==> src/hdl/lxf_pkg.sv <==
// ============================================================================
// lxf_pkg
// Types and constants shared by the literal cross-reference finder.
// ============================================================================
package lxf_pkg;

    // Search windows below the literal, in bytes.
    localparam logic [31:0] NEAR_WINDOW = 32'h0000_0420;
    localparam logic [31:0] FAR_WINDOW  = 32'h0000_1000;

    // Thumb encodings of the first halfword.
    localparam logic [15:0] NARROW_MASK    = 16'hF800;
    localparam logic [15:0] NARROW_PATTERN = 16'h4800;
    localparam logic [15:0] WIDE_PATTERN   = 16'hF8DF;

    // Configuration port: byte address width and register word indexes.
    localparam int unsigned PADDR_W = 3;
    localparam logic [0:0]  REG_LITERAL_ADDRESS = 1'b0;

    typedef enum logic [1:0] {
        KIND_NONE   = 2'd0,
        KIND_NARROW = 2'd1,
        KIND_WIDE   = 2'd2
    } match_kind_t;

    typedef struct packed {
        logic [31:0] position_address;
        logic [31:0] code_word;
        logic        last_position;
    } in_word_t;

    typedef struct packed {
        match_kind_t match_kind;
        logic [31:0] match_address;
    } out_word_t;

    // Hits found at one code position.
    typedef struct packed {
        logic narrow;
        logic wide;
    } hit_t;

endpackage

==> src/hdl/lxf_match.sv <==
// ============================================================================
// lxf_match
// Decodes one code position and tests both load forms against the literal.
// ============================================================================
module lxf_match (
    input  logic [31:0]  position_address,
    input  logic [31:0]  code_word,
    input  logic [31:0]  literal_address,
    output lxf_pkg::hit_t hit
);
    import lxf_pkg::*;

    logic [15:0] first_half;
    logic [31:0] distance;
    logic [31:0] base;
    logic [31:0] narrow_target;
    logic [31:0] wide_target;

    // The PC seen by the load is the word-aligned position plus four.
    assign first_half    = code_word[15:0];
    assign distance      = literal_address - position_address;
    assign base          = (position_address + 32'd4) & ~32'd3;
    assign narrow_target = base + {22'd0, code_word[7:0], 2'b00};
    assign wide_target   = base + {20'd0, code_word[27:16]};

    // A position above the literal wraps to a large distance and never hits.
    assign hit.narrow = ((first_half & NARROW_MASK) == NARROW_PATTERN) &&
                        (distance < NEAR_WINDOW) && (narrow_target == literal_address);
    assign hit.wide   = (first_half == WIDE_PATTERN) &&
                        (distance < FAR_WINDOW) && (wide_target == literal_address);

endmodule

==> src/hdl/ldr_literal_xref_finder_top.sv <==
// ============================================================================
// ldr_literal_xref_finder_top
// Finds the Thumb literal load that references a configured literal address.
// ============================================================================
// Usage:
// Code positions stream in on the in channel (in_valid, in_stall, in_data) in
// descending address order, one word per cycle while in_stall is low. Each word carries the
// position, the 32-bit code found there and a flag that marks the last one.
// The closest narrow LDR and the closest wide LDR.W hit are kept; the word
// that closes a scan produces one result word on the out channel, preferring
// the narrow hit, and the search state clears for the next scan.
// A closing word passes the input register and then the decode and compare
// into the output register, where it raises out_valid.
// Throughput is one word per cycle, set by the single decode stage; words
// that do not close a scan keep flowing while a result waits on out_stall.
// A closing word waits in the input register while the output register is
// still held by the receiver, and in_stall rises only then.
// Reset clears the literal address, the search state and both valid flags.
// literal_address is written through the APB port at byte address 0.
// ============================================================================
module ldr_literal_xref_finder_top (
    input  logic                        clk,
    input  logic                        rst_n,
    input  logic                        in_valid,
    output logic                        in_stall,
    input  lxf_pkg::in_word_t           in_data,
    output logic                        out_valid,
    input  logic                        out_stall,
    output lxf_pkg::out_word_t          out_data,
    input  logic                        psel,
    input  logic                        penable,
    input  logic                        pwrite,
    input  logic [lxf_pkg::PADDR_W-1:0] paddr,
    input  logic [31:0]                 pwdata,
    output logic [31:0]                 prdata,
    output logic                        pready
);
    import lxf_pkg::*;

    logic        literal_sel;
    logic [31:0] literal_reg;
    logic [31:0] literal_next;

    logic        s1_valid_reg;
    logic        s1_valid_next;
    in_word_t    s1_data_reg;
    in_word_t    s1_data_next;

    logic        narrow_found_reg;
    logic        narrow_found_next;
    logic [31:0] narrow_address_reg;
    logic [31:0] narrow_address_next;
    logic        wide_found_reg;
    logic        wide_found_next;
    logic [31:0] wide_address_reg;
    logic [31:0] wide_address_next;

    logic        out_valid_reg;
    logic        out_valid_next;
    out_word_t   out_data_reg;
    out_word_t   out_data_next;

    logic        slot_free;
    logic        s1_advance;
    logic        take;
    logic        cfg_write;
    hit_t        hit;
    logic        narrow_eff;
    logic [31:0] narrow_addr_eff;
    logic        wide_eff;
    logic [31:0] wide_addr_eff;

    // Register select: the word index sits above the byte offset.
    assign literal_sel = (paddr[PADDR_W-1:2] == REG_LITERAL_ADDRESS);

    // Configuration port.
    assign pready    = 1'b1;
    assign cfg_write = psel && penable && pwrite && pready && literal_sel;
    assign prdata    = literal_sel ? literal_reg : 32'd0;

    always_comb
    begin
        literal_next = literal_reg;
        if (cfg_write)
        begin
            literal_next = pwdata;
        end
    end

    // Handshake: a closing word needs the output register to be free.
    assign slot_free  = !out_valid_reg || !out_stall;
    assign s1_advance = s1_valid_reg && (!s1_data_reg.last_position || slot_free);
    assign in_stall   = s1_valid_reg && !s1_advance;
    assign take       = in_valid && !in_stall;

    always_comb
    begin
        s1_valid_next = s1_valid_reg;
        s1_data_next  = s1_data_reg;
        if (take)
        begin
            s1_valid_next = 1'b1;
            s1_data_next  = in_data;
        end
        else if (s1_advance)
        begin
            s1_valid_next = 1'b0;
        end
    end

    lxf_match u_match (
        .position_address (s1_data_reg.position_address),
        .code_word        (s1_data_reg.code_word),
        .literal_address  (literal_reg),
        .hit              (hit)
    );

    // The first hit of each kind is kept; later ones are farther away.
    assign narrow_eff      = narrow_found_reg || hit.narrow;
    assign narrow_addr_eff = narrow_found_reg ? narrow_address_reg
                                              : s1_data_reg.position_address;
    assign wide_eff        = wide_found_reg || hit.wide;
    assign wide_addr_eff   = wide_found_reg ? wide_address_reg
                                            : s1_data_reg.position_address;

    // Search state: updated per word, cleared after the closing word.
    always_comb
    begin
        narrow_found_next   = narrow_found_reg;
        narrow_address_next = narrow_address_reg;
        wide_found_next     = wide_found_reg;
        wide_address_next   = wide_address_reg;
        if (s1_advance)
        begin
            if (s1_data_reg.last_position)
            begin
                narrow_found_next   = 1'b0;
                narrow_address_next = 32'd0;
                wide_found_next     = 1'b0;
                wide_address_next   = 32'd0;
            end
            else
            begin
                narrow_found_next   = narrow_eff;
                narrow_address_next = narrow_eff ? narrow_addr_eff : 32'd0;
                wide_found_next     = wide_eff;
                wide_address_next   = wide_eff ? wide_addr_eff : 32'd0;
            end
        end
    end

    // Output register: loaded by the closing word, held while stalled.
    always_comb
    begin
        out_valid_next = out_valid_reg && out_stall;
        out_data_next  = out_data_reg;
        if (s1_advance && s1_data_reg.last_position)
        begin
            out_valid_next = 1'b1;
            if (narrow_eff)
            begin
                out_data_next.match_kind    = KIND_NARROW;
                out_data_next.match_address = narrow_addr_eff;
            end
            else if (wide_eff)
            begin
                out_data_next.match_kind    = KIND_WIDE;
                out_data_next.match_address = wide_addr_eff;
            end
            else
            begin
                out_data_next.match_kind    = KIND_NONE;
                out_data_next.match_address = 32'd0;
            end
        end
    end

    assign out_valid = out_valid_reg;
    assign out_data  = out_data_reg;

    // Control and search state registers.
    always_ff @(posedge clk or negedge rst_n)
    begin
        if (!rst_n)
        begin
            literal_reg        <= 32'd0;
            s1_valid_reg       <= 1'b0;
            narrow_found_reg   <= 1'b0;
            narrow_address_reg <= 32'd0;
            wide_found_reg     <= 1'b0;
            wide_address_reg   <= 32'd0;
            out_valid_reg      <= 1'b0;
        end
        else
        begin
            literal_reg        <= literal_next;
            s1_valid_reg       <= s1_valid_next;
            narrow_found_reg   <= narrow_found_next;
            narrow_address_reg <= narrow_address_next;
            wide_found_reg     <= wide_found_next;
            wide_address_reg   <= wide_address_next;
            out_valid_reg      <= out_valid_next;
        end
    end

    // Payload registers.
    always_ff @(posedge clk)
    begin
        s1_data_reg  <= s1_data_next;
        out_data_reg <= out_data_next;
    end

endmodule

==> config.mk <==
export PLATFORM = sky130hd
export DESIGN_NAME = ldr_literal_xref_finder_top
export DESIGN_NICKNAME = d
export VERILOG_FILES = /design/src/hdl/lxf_pkg.sv /design/src/hdl/lxf_match.sv /design/src/hdl/ldr_literal_xref_finder_top.sv
export SDC_FILE = /design/constraint.sdc
export NUM_CORES = 1
export LEC_CHECK = 0
export BUFFER_PORTS_ARGS = -buffer_cell sky130_fd_sc_hd__buf_2
export CAP_MARGIN = 5
export CORE_MARGIN = 2
export CORE_UTILIZATION = 59
export DETAILED_ROUTE_END_ITERATION = 8
export GPL_TIMING_DRIVEN = 1
export PLACE_DENSITY = 0.82
export SKIP_LAST_GASP = 1
export SLEW_MARGIN = 0
export SYNTH_ARGS = -nofsm -noshare
export SYNTH_HDL_FRONTEND = slang
export SYNTH_HIERARCHICAL = 1
export SYNTH_SLANG_ARGS = --single-unit
==> constraint.sdc <==
create_clock -name clk -period 5.98 [get_ports clk]
set_input_delay 0.598 -clock clk [delete_from_list [all_inputs] [get_ports clk]]
set_output_delay 0.598 -clock clk [all_outputs]
set_load 0.005 [all_outputs]
==> results by stage <==
Place:
- The total placed cells including tap cells is 1652.
- Detailed placement ended at an HPWL of ~25 mm.
- The global placer's final weighted congestion is ~0.99.
- The count of input and output buffers is 168.

GRT:
- The maximum number of pins on one net before global-route repair is 59.
- The number of antenna violations at the first check in global routing is 0.
- The final global-route overflow total is 0.
- In the global route stage, overall resource usage came out at 0.3044.
- The global-route wire length before repair is about 54 mm.
- The via count of the first global-routing pass is 10273.

Die:
- The x dimension of the die is approximately 150 µm.
- The floorplan has 53 rows.
- The starting utilization of the core area is 0.6054.
- The die covers roughly 0.023 mm².
- The number of I/O pins is between 150 and 200.
- The standard cell core area is between 0.02 and 0.025 mm².
- From bottom edge to top edge, the die measures 151.3 µm.

Power:
- The internal power consumption is 2.744 mW.
- The relative contribution of the clock network to total power is 0.275.
- The relative contribution of combinational cells to total power is 0.323.
- The power density over cell area is just under 300 mW/mm².
- The design draws approximately 4.3 mW.
- In this run the power spent charging and discharging nets is approximately 1.6 mW.
- The maximum ir drop on the vdd rail is between 200 and 250 µV.
- The share of total power in sequential cells is 0.403.
- In this run the static leakage power is between 5 and 6 nW.
- The fraction of power spent switching nets is 0.3620.

STA:
- Setup repair after global routing left no endpoint under its margin.
- The transition time of the tightest slew-check pin is 1.150 ns.
- The worst-case headroom to the max-slew limit is 0.2316.
- The number of hold-slack violations in the final timing report is 0.
- Setup violations remaining at the end of the flow were counted as 0.
- The maximum operating frequency is about 180 MHz.
- The smallest clock period supported by the final layout is computed as about 5.6 ns.
- The final count of pins violating max slew is 0.
- After routing, the total negative slack on setup checks comes to 0 ns.
- The share of the clock period used by the worst path is 0.9415.
- The clock arrives with ~0.016 ns of skew.

Synth:
- The synthesized netlist occupies a cell area of 0.01281 mm².
- Dividing the synthesized area by the synthesized cell count gives 10.29 µm².
- The number of synthesis warnings is 6.
- Synthesis produced a netlist whose cell count is between 1000 and 1500.
- The number of nets handed over by synthesis was about 1400.

Hold path:
- The worst min-delay path class is in -> async.

Route:
- Using the TritonRoute via totals, the vias-per-cell ratio works out to about 6.4.
- The antenna violation net count after detailed routing is 0.
- The routed layout has ~11000 vias.
- The DRC violation total after the first TritonRoute iteration is about 770.
- For this run, the detailed router's first-pass iteration total came to 7.
- The routed length per placed instance is 20.32 µm.
- The remaining design rule violation count is 0.
- The total wire length after detailed routing is 34.24 mm.

Job:
- Across the run, the number of max-cap violations was 0.

Layout:
- The antenna diode count is 0.
- The library cells used most frequently in the layout, excluding fill and tap cells, are sky130_fd_sc_hd__buf_2 (167), sky130_fd_sc_hd__nand2_1 (125), sky130_fd_sc_hd__dfrtp_1 (98).
- Leaving out fill and tap cells, the most frequent cell in the layout is sky130_fd_sc_hd__buf_2.
- The filler cell count in the final layout is between 1500 and 2000.
- The flip-flop count of the largest register after layout is between 60 and 70.
- The finished layout holds roughly 1700 standard cells, fillers aside.
- In the final design database the tool counted about 1600 nets.
- Summing all multi-input logic gate instances after layout gives between 0.006 and 0.007 mm².
- From synthesis to final layout, the design area changed by 13.40%.
- Of the cells placed in the final design, the portion with a size suffix greater than 1 is 0.2184.
- The register area is ~0.0054 mm².

Outcome:
- The run finished with clean final reports.

Clock network:
- Buffers inserted during clock tree synthesis total 17.
- The quantity of hold-fixing buffers added after cts is 0.
- The H-tree depth is 4.
- The cell sitting at the root of the clock tree is a sky130_fd_sc_hd__clkbuf_16.
- The maximum number of buffers from clock root to sink is 2.
- Clock latency on the worst-skew pair, taken at its later pin, is approximately 0.44 ns.
- The clock net in this run drives a total of 195 sinks.
- TritonCTS built the clock tree.
- The clock edge transition at the registers on the reported setup and hold paths is 0.08 ns.

Critical path:
- The kind of end point of the critical path is a flop.
- The endpoint required time on the critical path is ~6.3 ns.
- The arrival time at the worst endpoint is 5.99 ns.
- The maximum net fanout on the critical path is 25.
- The critical path start-end classification is reg -> reg.
- The nature of the critical path startpoint is a flop.
==> power by group through the flow <==
stage / clock network [mW] / registers (mW) / logic, mW
2_1_floorplan: 0 / 1.63 / 1.09
6_report: 1.18 / 1.73 / 1.39
5_1_grt: 1.25 / 1.75 / 1.52
3_3_place_gp: 0 / 1.75 / 1.32
3_5_place_dp: 0 / 1.76 / 1.35
4_1_cts: 1.20 / 1.73 / 1.36
==> critical path: stages (launching register included) <==
cell and delay (ns):
sky130_fd_sc_hd__edfxtp_1 0.60, sky130_fd_sc_hd__and4_1 0.51, sky130_fd_sc_hd__nand2_1 0.12, sky130_fd_sc_hd__xnor2_1 0.17
sky130_fd_sc_hd__ha_1 0.41, sky130_fd_sc_hd__o21a_1 0.14, sky130_fd_sc_hd__nor2_1 0.05, sky130_fd_sc_hd__a21o_1 0.19
sky130_fd_sc_hd__a211oi_1 0.50, sky130_fd_sc_hd__a21oi_1 0.18, sky130_fd_sc_hd__nor4_1 0.38, sky130_fd_sc_hd__nand4b_1 0.19
sky130_fd_sc_hd__or4b_1 0.56, sky130_fd_sc_hd__nor4_2 0.39, sky130_fd_sc_hd__buf_4 0.26, sky130_fd_sc_hd__and2b_4 0.20
sky130_fd_sc_hd__and3b_1 0.18, sky130_fd_sc_hd__buf_4 0.31, sky130_fd_sc_hd__a22o_1 0.20
==> timing repair <==
item / CTS / global route
resized for setup: 0 / 2
endpoints found under the setup margin: 0 / 43
setup buffers: 0 / 1
==> metrics by stage <==
| step | util | worst slack [ns] | area [µm²] | hold slack [ns] |
|---|---|---|---|---|
| 5_1_grt | 0.6865 | 0.01817 | 14520 | 0.1696 |
| 4_1_cts | 0.6856 | 0.1884 | 14500 | 0.1497 |
| 6_report | 0.6865 | 0.3497 | 14520 | 0.1431 |
| 3_3_place_gp | 0.6565 | 0.3897 | 13890 | 0.4817 |
| 2_1_floorplan | - | 0.7933 | 12810 | 0.3024 |
| 3_5_place_dp | 0.6565 | 0.2091 | 13890 | 0.4812 |
==> area by class of cell <==
| cell class | instances | share of cell area |
|---|---|---|
| Clock buffer | 19 | 0.03197 |
| Clock inverter | 13 | 0.01043 |
| Inverter | 46 | 0.01189 |
| Multi-Input combinational cell | 941 | 0.4797 |
| Sequential cell | 195 | 0.3689 |
| Tap cell | 275 | 0.02369 |
| Timing Repair Buffer | 196 | 0.07341 |
==> worst paths after layout <==
kind | from | endpoint | slack (ns) | cells after the start
worst max-delay path | s1_data_reg[37] | narrow_address_reg[13] | 0.35 | 18
worst min register to register | wide_address_reg[1] | wide_address_reg[1] | 0.50 | 1
worst max register to register | s1_data_reg[37] | narrow_address_reg[13] | 0.35 | 18
min in group clk | in_data[16] | s1_data_reg[16] | 0.33 | 1
worst min-delay path | rst_n | wide_address_reg[24] | 0.14 | 1
max in group asynchronous | rst_n | narrow_found_reg | 4.67 | 2
==> routing by layer <==
| layer | part of all wire | vias up | global-route usage | routed length (µm) |
|---|---|---|---|---|
| met3 | 0.090 | 47 | 0.04608 | 3083 |
| li1 | - | 4975 | - | - |
| met5 | 0 | - | 0 | 0 |
| met2 | 0.47 | 577 | 0.4928 | 16120 |
| met4 | 0.019 | 0 | 0.07710 | 645 |
| met1 | 0.42 | 5215 | 0.4309 | 14390 |
(Power assumes the default switching activity.)
